[config.mk]
export PLATFORM = sky130hd
export DESIGN_NAME = nwl_mod_unit
export DESIGN_NICKNAME = d
export VERILOG_FILES = /design/src/design/nwl_pkg.sv /design/src/design/nwl_mod_unit.sv
export SDC_FILE = /design/constraint.sdc
export NUM_CORES = 1
export LEC_CHECK = 0
export BUFFER_PORTS_ARGS = -buffer_cell sky130_fd_sc_hd__buf_2
export CAP_MARGIN = 10
export CORE_MARGIN = 4
export CORE_UTILIZATION = 45
export CTS_CLUSTER_DIAMETER = 150
export DETAILED_ROUTE_END_ITERATION = 8
export GPL_ROUTABILITY_DRIVEN = 0
export PLACE_DENSITY = 0.84
export SLEW_MARGIN = 30
export SYNTH_ARGS = -nofsm -noshare
export SYNTH_HDL_FRONTEND = slang
export SYNTH_SLANG_ARGS = --single-unit
export TNS_END_PERCENT = 5
[constraint.sdc]
create_clock -name aclk -period 1.2 [get_ports aclk]
set_input_delay 0.06 -clock aclk [delete_from_list [all_inputs] [get_ports aclk]]
set_output_delay 0.06 -clock aclk [all_outputs]
set_load 0.02 [all_outputs]
[src/design/nwl_pkg.sv]
package nwl_pkg;

    // Widths of the request and result fields.
    localparam int CMD_W      = 2;
    localparam int SLOT_IN_W  = 4;
    localparam int KEY_IN_W   = 10;
    localparam int STATUS_W   = 3;
    localparam int RELCNT_W   = 7;
    localparam int LOCK_W     = 6;

    // Default sizes of the lock table.
    localparam int DEF_KEYS     = 1024;
    localparam int DEF_SLOTS    = 16;
    localparam int DEF_MAX_HELD = 64;

    // Request commands; the spare code also releases everything.
    localparam logic [CMD_W-1:0] CMD_READ    = 2'd0;
    localparam logic [CMD_W-1:0] CMD_WRITE   = 2'd1;
    localparam logic [CMD_W-1:0] CMD_RELEASE = 2'd2;
    localparam logic [CMD_W-1:0] CMD_SPARE   = 2'd3;

    // Result status codes.
    localparam logic [STATUS_W-1:0] ST_READ_GRANTED  = 3'd0;
    localparam logic [STATUS_W-1:0] ST_WRITE_GRANTED = 3'd1;
    localparam logic [STATUS_W-1:0] ST_UPGRADED      = 3'd2;
    localparam logic [STATUS_W-1:0] ST_ALREADY_HELD  = 3'd3;
    localparam logic [STATUS_W-1:0] ST_ABORTED       = 3'd4;
    localparam logic [STATUS_W-1:0] ST_RELEASED      = 3'd5;

    // Lock counter codes: the write mark, and the highest reader count.
    localparam logic [LOCK_W-1:0] WRITE_MARK   = 6'd63;
    localparam logic [LOCK_W-1:0] READER_LIMIT = 6'd62;
    localparam logic [LOCK_W-1:0] ONE_READER   = 6'd1;
    localparam logic [LOCK_W-1:0] UNLOCKED     = 6'd0;
    localparam logic [RELCNT_W-1:0] RELCNT_MAX = 7'd127;

endpackage

[src/design/nwl_mod_unit.sv]
module nwl_mod_unit #(
    parameter int KEYS  = nwl_pkg::DEF_KEYS,
    parameter int SLOTS = nwl_pkg::DEF_SLOTS
) (
    input  logic                                   aclk,
    input  logic                                   aresetn,
    input  logic                                   start,
    input  logic [nwl_pkg::KEY_IN_W-1:0]           key_in,
    input  logic [nwl_pkg::SLOT_IN_W-1:0]          slot_in,
    output logic                                   done,
    output logic [((KEYS > 1) ? $clog2(KEYS) : 1)-1:0]   key_out,
    output logic [((SLOTS > 1) ? $clog2(SLOTS) : 1)-1:0] slot_out
);
    import nwl_pkg::*;

    localparam int KW = (KEYS > 1) ? $clog2(KEYS) : 1;
    localparam int SW = (SLOTS > 1) ? $clog2(SLOTS) : 1;

    // Reciprocal scaling by twice the input width keeps the quotient exact
    // for every input value. A range that covers all inputs passes through.
    localparam int KEY_SHIFT  = 2 * KEY_IN_W;
    localparam int SLOT_SHIFT = 2 * SLOT_IN_W;
    localparam int KEY_RECIP  = (KEYS < (1 << KEY_IN_W)) ?
                                ((1 << KEY_SHIFT) + KEYS - 1) / KEYS : 1;
    localparam int SLOT_RECIP = (SLOTS < (1 << SLOT_IN_W)) ?
                                ((1 << SLOT_SHIFT) + SLOTS - 1) / SLOTS : 1;

    logic [KEY_IN_W-1:0]  key_reg;
    logic [SLOT_IN_W-1:0] slot_reg;
    logic [KEY_IN_W-1:0]  key_quo_reg;
    logic [SLOT_IN_W-1:0] slot_quo_reg;
    logic [KEY_IN_W-1:0]  key_rem_reg;
    logic [SLOT_IN_W-1:0] slot_rem_reg;
    logic                 quo_step_reg;
    logic                 rem_step_reg;
    logic                 done_reg;
    logic [31:0]          key_prod;
    logic [31:0]          slot_prod;
    logic [31:0]          key_back;
    logic [31:0]          slot_back;

    // Quotient estimate, then the multiple of the range to take away.
    assign key_prod  = 32'(key_reg) * 32'(KEY_RECIP);
    assign slot_prod = 32'(slot_reg) * 32'(SLOT_RECIP);
    assign key_back  = 32'(key_quo_reg) * 32'(KEYS);
    assign slot_back = 32'(slot_quo_reg) * 32'(SLOTS);

    // Capture, then quotient, then remainder, each registered.
    always_ff @(posedge aclk) begin
        if (!aresetn) begin
            quo_step_reg <= 1'b0;
            rem_step_reg <= 1'b0;
            done_reg     <= 1'b0;
        end else begin
            quo_step_reg <= start;
            rem_step_reg <= quo_step_reg;
            done_reg     <= rem_step_reg;
            if (start) begin
                key_reg  <= key_in;
                slot_reg <= slot_in;
            end
            if (quo_step_reg) begin
                key_quo_reg  <= KEY_IN_W'(key_prod >> KEY_SHIFT);
                slot_quo_reg <= SLOT_IN_W'(slot_prod >> SLOT_SHIFT);
            end
            if (rem_step_reg) begin
                key_rem_reg  <= KEY_IN_W'(32'(key_reg) - key_back);
                slot_rem_reg <= SLOT_IN_W'(32'(slot_reg) - slot_back);
            end
        end
    end

    assign done     = done_reg;
    assign key_out  = KW'(key_rem_reg);
    assign slot_out = SW'(slot_rem_reg);

endmodule

# --- Word level (Yosys, flattened, before mapping) ---
# Cells that the tools add are included.
op_classes:
  reduce_logical: 2
ops:
  columns: ["op", "n"]
  rows:
  - ["AND reduction 2 bit", 2]
totals:
  ff_bits: 31

# --- Longest topological paths before layout ---
depth:
  word_depth: 1
  mapped_depth: 1
  depth_no_buf: 1

# --- Worst setup path after synthesis ---
# OpenSTA, ideal clock, no wires.
synth_path:
  kind: "register -> register"
  startpoint: "register rem_step_reg"
  endpoint: "register key_rem_reg[0], in the netlist key_out[0] (enable)"
  setup_ns: 0.367
  arrival_time_ns: 0.697
  path_slack_ns: 0.136
  path_stages_with_launch: 2
  path_buffers: 0
  path_cell_list: "dfxtp_1 and2_1"
synth_between:
  elab_chain_cells: 1
synth_rtl:
  columns: ["element", "line", "text"]
  rows:
  - ["from (decl)", "nwl_mod_unit.sv:35", "logic rem_step_reg;"]
  - ["from (signal assigned)", "nwl_mod_unit.sv:56", "rem_step_reg <= quo_step_reg;"]
  - ["AND reduction 2 bit (no line)", null, null]
  - ["to (signal assigned)", "nwl_mod_unit.sv:67", "key_rem_reg <= KEY_IN_W'(32'(key_reg) - key_back);"]
  - ["to (decl)", "nwl_mod_unit.sv:32", "logic [KEY_IN_W-1:0] key_rem_reg;"]
# No other way between the ends.
# A chain may end at the register's enable or synchronous reset.

# --- Final worst setup path ---
layout_path:
  startpoint: "input start"
  endpoint: "register quo_step_reg"
layout_lines:
  columns: ["element", "line", "text"]
  rows:
  - ["from (decl)", "nwl_mod_unit.sv:7", "input logic start,"]
  - ["to (signal assigned)", "nwl_mod_unit.sv:55", "quo_step_reg <= start;"]
  - ["to (decl)", "nwl_mod_unit.sv:34", "logic quo_step_reg;"]
# No word-level cell between the ends.

==> metrics.csv <==
stage,metric,value,unit
worst_setup_path,worstPathCellList,dlygate4sd3_1 > buf_2 > and2_1 > dlygate4sd3_1,
logic_synthesis,yosysUniqueCellTypes,3,
floorplanning,io_pins,32,
layout,syn_to_final_growth,47.0,%
logic_synthesis,yosysWarnings,0,
min_path,whs_endpoint,key_out[3]$_DFFE_PP_,
sta,worst_hold_slack,0.426,ns
layout,layout-drive-gt1-share,40.4,%
min_path,holdPathStages,0,
global_route,grt-ovfl-total,0,
routing,drt-initial-drc-count,6,
cts,ctsResizeCount,0,
floorplanning,die_width,53.5,um
worst_setup_path,r2r_end,slot_out[1]$_DFFE_PP_,
worst_setup_path,cp-end-kind,register,
min_path,min_from,key_reg[3]$_DFFE_PP_,
sta,max_freq,853,MHz
global_route,grt_pass1_vias,557,
cts,clkTransAtPathRegs,0.08,ns
sta,slew_violations,0,
power,pwr-share-seq,65.9,%
flow_run,drv_cap,0,
floorplanning,start_util,47.5,%
worst_setup_path,critPathLaunchType,primary input,
power,p_sw,0.366,mW
sta,post-route-period-util,97.6,%
routing,viasPerCell,4.45,
power,pwr-share-comb,6.1,%
global_route,grt_max_degree,15,
logic_synthesis,syn_area_per_cell,25.9,um^2
worst_setup_path,worstSetupPathType,in -> reg,
sta,setup_tns,0,ns
logic_synthesis,synth_seq_cells,31,
logic_synthesis,synth_top_cell_by_area,edfxtp_1,
sta,worst_pin_slew,0.126,ns
logic_synthesis,syn_nets,53,
layout,fin_nets,110,
layout,diodes,0,
routing,postRouteAntennaNets,0,
sta,finClkSkew,0.00822,ns
logic_synthesis,synth_cells,36,
floorplanning,core,1960,um^2
sta,setup_viol,0,
sta,slew_headroom,91.6,%
cts,clkSinkCount,31,
global_route,antenna_found_initial,0,
worst_setup_path,critPathMaxStageDelay,0.54,ns
worst_setup_path,worst_ep_arrival_time,1.38,ns
worst_setup_path,crit_slowest_cell,dlygate4sd3_1,
power,vdd_ir_drop_max,1.05,mV
logic_synthesis,synth_top_area_share,90.2,%
floorplanning,die_h,53.5,um
sta,finalHoldViolCount,0,
cts,cts_buffers,5,
power,p_int,1.51,mW
power,finalPower,1.88,mW
worst_setup_path,crit_required,1.41,ns
routing,drt_wl_total,1560,um
worst_setup_path,rr_worst_depth,2,
logic_synthesis,yosysSeqAreaShare,96.6,%
logic_synthesis,synth.cell_area,932,um^2
worst_setup_path,crit_top_cell,dlygate4sd3_1,
power,power_density,1370,nW/um^2
cts,cts_tree,done,
cts,root_buffer,clkbuf_4,
global_route,grt_usage,13.9,%
worst_setup_path,path_max_fanout,2,
sta,rsz0062_at_grt,false,
worst_setup_path,reg2reg_slack,0.27,ns
worst_setup_path,worstReg2RegStart,rem_step_reg$_SDFF_PN0_,
min_path,holdCritPathClass,reg -> reg,
floorplanning,dieArea,2860,um^2
global_route,grt_first_pass_wirelength,2470,um
cts,cts_max_level,2,
routing,route.detailed.drc,0,
power,swShare,19.5,%
sta,period_minus_slack,1.17,ns
outcome,outcome,"complete, no violations",
routing,routedWlPerCell,12.9,um
power,clockPowerShare,27.9,%
place,port_buffers,31,
layout,fin_util,69.8,%
cts,clock_latency,0.32,ns
floorplanning,rows,16,
power,leakage,0.535,nW
logic_synthesis,synthTopCellsByArea,"edfxtp_1, dfxtp_1, and2_1",
routing,vias,538,
routing,drtPass1Iterations,2,
cts,clockBufferDepth,2,
-- cells in the final DEF, fill, tap and decap left out --
cell	Yosys	layout
dfxtp_1	3	3
edfxtp_1	28	28
clkbuf_4	0	5
clkbuf_1	0	1
clkinv_1	0	2
buf_2	0	30
buf_4	0	2
buf_12	0	1
and2_1	5	5
dlygate4sd3_1	0	17
-- power groups by stage --
stage                     clock, mW  combinational, mW  sequential (mW)
after CTS                     0.552              0.116             1.24
after global routing          0.621              0.126             1.24
after global placement            0             0.0713             1.26
final                         0.525              0.115             1.24
after floorplan                   0             0.0134             1.27
after detailed placement          0             0.0733             1.26
-- critical path: cells and delay by family --
kind                   cells  cell delay [ns]
and+or+nand+nor            1             0.12
buffers and inverters      3             1.20
-- logic make-up (layout without fill, tap and decap cells) --
logic type,count (synthesis),after routing,share of synthesized area [%]
buffers and inverters,0,58,0
AND/OR/NAND/NOR,5,5,3.36
flip-flops,31,31,96.6
-- worst max-delay path by stage --
stage / startpoint / end / slack, ns / cells after the start
floorplan: rem_step_reg$_SDFF_PN0_ / key_out[0]$_DFFE_PP_ / 0.14 / 1
global placement: rem_step_reg$_SDFF_PN0_ / key_out[3]$_DFFE_PP_ / 0.30 / 2
detailed placement: rem_step_reg$_SDFF_PN0_ / key_out[9]$_DFFE_PP_ / 0.29 / 2
CTS: aresetn / quo_step_reg$_SDFF_PN0_ / 0.02 / 4
global route: start / quo_step_reg$_SDFF_PN0_ / 0.02 / 4
finish: start / quo_step_reg$_SDFF_PN0_ / 0.03 / 4
-- routing by layer --
metal  track usage [%]  vias to the layer above  part of all wire [%]
met4              10.2                        0                   3.1
li1                  -                      254                     -
met1              14.0                      251                    36
met3              6.20                        5                   8.1
met2              22.7                       28                    53
met5                 0                        -                     0
-- per-stage QoR --
stage | cells | area, um^2 | setup WS (ns)
after floorplan | 36 | 932 | 0.136
after global placement | 97 | 1160 | 0.304
after detailed placement | 97 | 1160 | 0.291
after CTS | 122 | 1380 | 0.0154
after global routing | 121 | 1370 | 0.0201
final | 121 | 1370 | 0.0283
-- synth_stat cells --
master,instances
and2_1,5
edfxtp_1,28
dfxtp_1,3
-- what timing repair did --
| action | 4_1_cts | 5_1_grt |
|---|---|---|
| setup buffers | 0 | 0 |
| endpoints found under the hold margin | 17 | 0 |
| endpoints found under the setup margin | 0 | 1 |
| hold buffers | 17 | 0 |
-- cell type report --
type                    instances  area, um^2
repair buffers                 50         355
clock inverters                 2        7.51
fillers                       152         592
multi-input cells               5        31.3
well taps                      27        33.8
flip-flops and latches         31         901
clock buffers                   6        41.3
Power figures use the tool's default switching activity.
